$ cat src/rtl/dsmc_pkg.sv
// shared types, constants and helpers of the shadow memory checker
// no dependencies
`default_nettype none

package dsmc_pkg;

    localparam int ROW_BITS    = 8;
    localparam int COLUMN_BITS = 8;
    localparam int ADDR_W      = ROW_BITS + COLUMN_BITS;
    localparam int DEPTH       = 1 << ADDR_W;
    localparam int FIELD_W     = 8;
    localparam int EXT_W       = 12;
    localparam int WIDE_W      = 2 * EXT_W;
    localparam int FLAT_W      = 16;
    localparam int CNT_W       = 32;
    localparam int PADDR_W     = 3;
    localparam int PDATA_W     = 32;
    localparam int REG_IDX_W   = PADDR_W - 2;

    localparam logic [REG_IDX_W-1:0] REG_CORRECT = '0;

    typedef logic [1:0] t_entry;
    localparam t_entry ENTRY_UNKNOWN = 2'b10;

    typedef enum logic [1:0] {
        OUT_WRITE    = 2'd0,
        OUT_SKIP     = 2'd1,
        OUT_MATCH    = 2'd2,
        OUT_MISMATCH = 2'd3
    } t_outcome;

    typedef enum logic {
        KIND_READ  = 1'b0,
        KIND_WRITE = 1'b1
    } t_kind;

    typedef enum logic {
        PH_CLEAR = 1'b0,
        PH_RUN   = 1'b1
    } t_phase;

    typedef struct packed {
        logic [CNT_W-1:0] reads;
        logic [CNT_W-1:0] writes;
        logic [CNT_W-1:0] hits;
        logic [CNT_W-1:0] errors;
    } t_counts;

    typedef struct packed {
        t_outcome outcome;
        logic     expected;
        logic     we;
        t_entry   entry;
    } t_eval;

    function automatic logic [CNT_W-1:0] sat_inc(input logic [CNT_W-1:0] v);
        return (v == '1) ? v : v + 1'b1;
    endfunction

endpackage

`default_nettype wire

$ cat src/rtl/dsmc_eval.sv
// classifies one access against its old shadow entry and bumps the counters
// depends on dsmc_pkg
`default_nettype none

module dsmc_eval (
    input  logic              i_kind,
    input  logic              i_data_bit,
    input  logic              i_correct,
    input  dsmc_pkg::t_entry  i_old,
    input  dsmc_pkg::t_counts i_counts,
    output dsmc_pkg::t_eval   o_eval,
    output dsmc_pkg::t_counts o_counts
);
    import dsmc_pkg::*;

    logic known;

    assign known = (i_old != ENTRY_UNKNOWN);

    always_comb begin
        o_eval          = '0;
        o_counts        = i_counts;
        o_eval.expected = known & i_old[0];
        o_eval.entry    = {1'b0, i_data_bit};
        if (i_kind == KIND_WRITE) begin
            o_eval.outcome  = OUT_WRITE;
            o_eval.we       = 1'b1;
            o_counts.writes = sat_inc(i_counts.writes);
        end else begin
            o_counts.reads = sat_inc(i_counts.reads);
            priority if (!known) begin
                o_eval.outcome = OUT_SKIP;
            end else if (i_old[0] == i_data_bit) begin
                o_eval.outcome = OUT_MATCH;
                o_counts.hits  = sat_inc(i_counts.hits);
            end else begin
                o_eval.outcome  = OUT_MISMATCH;
                o_eval.we       = i_correct;
                o_counts.errors = sat_inc(i_counts.errors);
            end
        end
    end
endmodule

`default_nettype wire

$ cat config.mk
export PLATFORM = sky130hd
export DESIGN_NAME = dsmc_eval
export DESIGN_NICKNAME = d
export VERILOG_FILES = /design/src/rtl/dsmc_pkg.sv /design/src/rtl/dsmc_eval.sv
export SDC_FILE = /design/constraint.sdc
export NUM_CORES = 1
export LEC_CHECK = 0
export BUFFER_PORTS_ARGS = -buffer_cell sky130_fd_sc_hd__buf_2
export CAP_MARGIN = 25
export CORE_AREA = 2 2 103 105
export DETAILED_ROUTE_END_ITERATION = 6
export DIE_AREA = 0 0 105 107
export PLACE_DENSITY = 0.66
export REMOVE_ABC_BUFFERS = 1
export SLEW_MARGIN = 0
export SYNTH_ARGS = -nofsm -noshare
export SYNTH_HDL_FRONTEND = slang
export SYNTH_SLANG_ARGS = --single-unit
$ cat constraint.sdc
create_clock -name vclk -period 3.1
set_input_delay 0.62 -clock vclk [all_inputs]
set_output_delay 0.62 -clock vclk [all_outputs]
set_load 0.005 [all_outputs]
**Word-level counts from Yosys, hierarchy flattened**

Index checks and enable logic that the tools add are counted.

- Register bits: 0
- Latch bits: 0
- Memory bits (writable): 0
- ROM bits: 0
- Input port bits: 133
- Output and inout port bits: 134
- Logic and storage cells: 27
- Memories kept: 0

- $add $sub $neg: 4
- Multiply operators: 0
- Divide/modulo/power cells: 0
- $lt $le $gt $ge: 0
- Equal/unequal tests: 6
- Shift-type cells: 0
- Mux-type cells: 16
- Bitwise operators: 1
- Reductions and logical operators: 0

Operator list:

| kind | count |
|---|---|
| $mux 32 | 8 |
| $add 32x1->32 const B | 4 |
| $eq 32x32->1 const B | 4 |
| $mux 64 | 2 |
| $mux 1 | 4 |
| $mux 2 | 2 |
| $ne 2x2->1 const B | 1 |
| $and 1x1->1 | 1 |
| $eq 1x1->1 | 1 |

**Logic depth before layout (Yosys ltp)**

- Word-level depth: 5
- Depth in mapped cells: 7
- Gate-level depth less buffers: 6

**Worst setup path after synthesis**

Ideal clock, no wire load.

- Kind: input to output
- From: input port i_counts[77] (netlist name)
- To: output port o_counts[92] (netlist name)
- Arrival time: 2,262 ps
- Data required time: 2,480 ps
- Path slack: 218 ps
- Stages on the path: 6
- Buffers on the path: 1
- Path through: nand4_2 > or4_1 > buf_2 > or4b_4 > nor3_2 > xor2_1

RTL lines:

| item | RTL line | source |
|---|---|---|
| start: declaration | dsmc_eval.sv:10 | `input dsmc_pkg::t_counts i_counts,` |
| end: declaration | dsmc_eval.sv:12 | `output dsmc_pkg::t_counts o_counts` |

==> qor_table.md <==
| Metric | This run | Unit |
| --- | --- | --- |
| Maximum clock frequency | 322.3 | MHz |
| Dominant cell by count in the synthesized netlist | sky130_fd_sc_hd__xnor2_1 | - |
| Cells along the critical path | buf_6 -> nand4_4 -> or4_4 -> or4b_4 -> nor3_4 -> xor2_1 -> buf_2 | - |
| Violated checks | negative setup slack | - |
| Via total after detailed routing | 4603 | - |
| Detail Route Antenna Nets | 0 | - |
| Pwr/cell area | 96.68 | nW/um2 |
| Bufs and invs on worst path | 2 | - |
| Overflow after GRT | 0 | - |
| Slew margin rel. | 0.6567 | - |
| Final setup violation count | 1 | - |
| Per-instance average area after synthesis | 6.657 | um2 |
| Global Route Usage Sum | 0.1990 | - |
| Worst IR drop on VDD | 0.04905 | mV |
| Final setup margin | -0.003163 | ns |
| Setup repair after global routing missed its margin | yes | - |
| Width of the chip | 105 | um |
| Largest delay contributor family on the critical path | simple AND/OR/NAND/NOR gates | - |
| Fraction of synthesized cell area taken by the top area cell type | 0.1799 | - |
| Max-capacitance violation count | 0 | - |
| Cell leakage power | 0.002395 | uW |
| DR iter-0 viols | 199 | - |
| DIE HEIGHT | 107 | um |
| Category of the worst setup path capture point | primary output | - |
| Area taken by flip-flops and latches | 0 | um2 |
| Cell accounting for the most synthesized area | sky130_fd_sc_hd__xnor2_1 | - |
| # rows | 37 | - |
| Worst slack, placed | -0.1226 | ns |
| Number of different library cells in the post-synthesis netlist | 47 | - |
| Arrival time at the worst endpoint | 2.48 | ns |
| Top fanout value on the critical path | 4 | - |
| Via count of the first global-routing pass | 4191 | - |
| Largest stage delay on the critical path | 0.59 | ns |
| Slowest stage cell on the critical path | sky130_fd_sc_hd__or4b_4 | - |
| Global-route wire length before repair | 19.24 | mm |
| Post-route clock period utilization | 1.001 | - |
| CP Launch Type | input port | - |
| Total count of hold-check failures in the final report | 0 | - |
| Detailed-route vias per instance | 5.166 | - |
| Number of diodes | 0 | - |
| Placed cell areas | 4793 | um2 |
| Wire length per cell after detailed routing | 14.31 | um |
| Sequential element share of the synthesized area | 0 | - |
| Post-Synthesis Cells | 446 | - |
| Required @ worst endpoint | 2.48 | ns |
| Number of iterations in the first detailed-routing pass | 4 | - |
| Most used standard cells in the synthesized netlist | sky130_fd_sc_hd__xnor2_1 (61), sky130_fd_sc_hd__xor2_1 (58), sky130_fd_sc_hd__nand2_1 (46) | - |
| Largest net degree at the start of global routing | 24 | - |
| Outcome | complete, but fails checks | - |
| Top-level port count | 267 | - |
| Syn-to-layout area delta | 69.20 | % |
| Final standard cell area without fillers | 5024 | um2 |
| Count of sequential standard cells | 0 | - |
| CORE AREA | 10090 | um2 |
| Number of design rule violations left after detail routing | 0 | - |
| Top cells by area, synth | sky130_fd_sc_hd__xnor2_1 (18%), sky130_fd_sc_hd__xor2_1 (17%), sky130_fd_sc_hd__nand3_1 (7.4%), sky130_fd_sc_hd__nand4_1 (6.5%), sky130_fd_sc_hd__nand2_1 (5.8%) | - |
| Share of final-layout standard cells stronger than drive strength 1 | 0.4768 | - |
| Final net count | 894 | - |
| Routed Wire Length | 12.75 | mm |
| Worst slew pin tran | 0.5149 | ns |
| I/O Buffers | 266 | - |
| Final min period | 3.103 | ns |
| Number of antenna violations at the first check in global routing | 0 | - |
| Total count of max-transition violations in the final report | 0 | - |
| DP HPWL | 10.96 | mm |
| Clkbuf count | 0 | - |
| Die area | 11240 | um2 |
| Synth Cell Area | 2969 | um2 |
| Kind of critical path | in -> out | - |
| Initial core utilization | 0.2942 | - |
| Total number of yosys warnings | 0 | - |
| Path category of the worst min-delay check | in -> out | - |
| Routability congestion estimate | 0.8729 | - |
==> cell families after synthesis <==
logic type | count (synthesis) | synth area share
adder cells (fa/ha/maj) | 4 | 0.01686
buffers and inverters | 27 | 0.04087
AND/OR/NAND/NOR | 266 | 0.5032
multiplexers | 4 | 0.01475
other | 1 | 0.001263
AO/OA/AOI/OAI | 25 | 0.07206
XOR/XNOR | 119 | 0.3510
==> power by group <==
| part | internal (uW) | total (uW) | switching (uW) |
|---|---|---|---|
| registers | 0 | 0 | 0 |
| logic | 242 | 486 | 243 |
| clock network | 0 | 0 | 0 |
| total | 242 | 486 | 243 |
==> per-layer routing <==
layer / vias to the layer above / global-route usage / wire length [um] / part of all wire
met5: - / 0 / 0 / 0
met4: 0 / 0.04571 / 278 / 0.022
met3: 24 / 0.02614 / 766 / 0.060
met2: 171 / 0.3738 / 6522 / 0.51
met1: 2133 / 0.2391 / 5186 / 0.41
li1: 2275 / - / - / -
==> through the flow <==
stage	hold WS, ns	std cells	util	TNS (ns)	total power (uW)
2_1_floorplan	1.240	434	-	0	158.1
3_3_place_gp	1.499	886	0.4750	-0.1546	456.5
3_5_place_dp	1.508	886	0.4750	-0.2172	463.8
4_1_cts	1.509	886	0.4753	0	466.8
5_1_grt	1.524	891	0.4978	-0.1985	529.0
6_report	1.504	891	0.4978	-0.003163	485.7
==> layout by cell type, fill, tap and decap left out, types with 6 or more instances in the layout <==
cell type	n
sky130_fd_sc_hd__buf_2	257
sky130_fd_sc_hd__xnor2_1	61
sky130_fd_sc_hd__xor2_1	58
sky130_fd_sc_hd__buf_4	54
sky130_fd_sc_hd__nand2_1	46
sky130_fd_sc_hd__nand3_1	43
sky130_fd_sc_hd__nand4_1	31
sky130_fd_sc_hd__nor2_1	29
sky130_fd_sc_hd__nor4_1	20
sky130_fd_sc_hd__and3_1	20
sky130_fd_sc_hd__nor3_1	18
sky130_fd_sc_hd__inv_1	15
sky130_fd_sc_hd__and4_1	14
sky130_fd_sc_hd__buf_6	7
sky130_fd_sc_hd__nor4_2	6
==> cell type report <==
cell class | instances | area, um2
well taps | 136 | 170.2
inverters | 15 | 56.30
multi-input cells | 419 | 2977
fillers | 1050 | 5069
repair buffers | 321 | 1821
==> worst paths after layout <==
path                    startpoint            to  slack [ns]  depth (start not counted)
worst max-delay path  i_counts[76]  o_counts[92]      -0.003                          7
worst min-delay path  i_counts[95]  o_counts[95]        1.50                          3
==> timing repair <==
item,4_1_cts,5_1_grt
hold buffers,0,0
endpoints found under the setup margin,5,47
resized for setup,1,40
pin swaps,2,16
buffers inserted,0,5
Power figures use the tool's default switching activity.
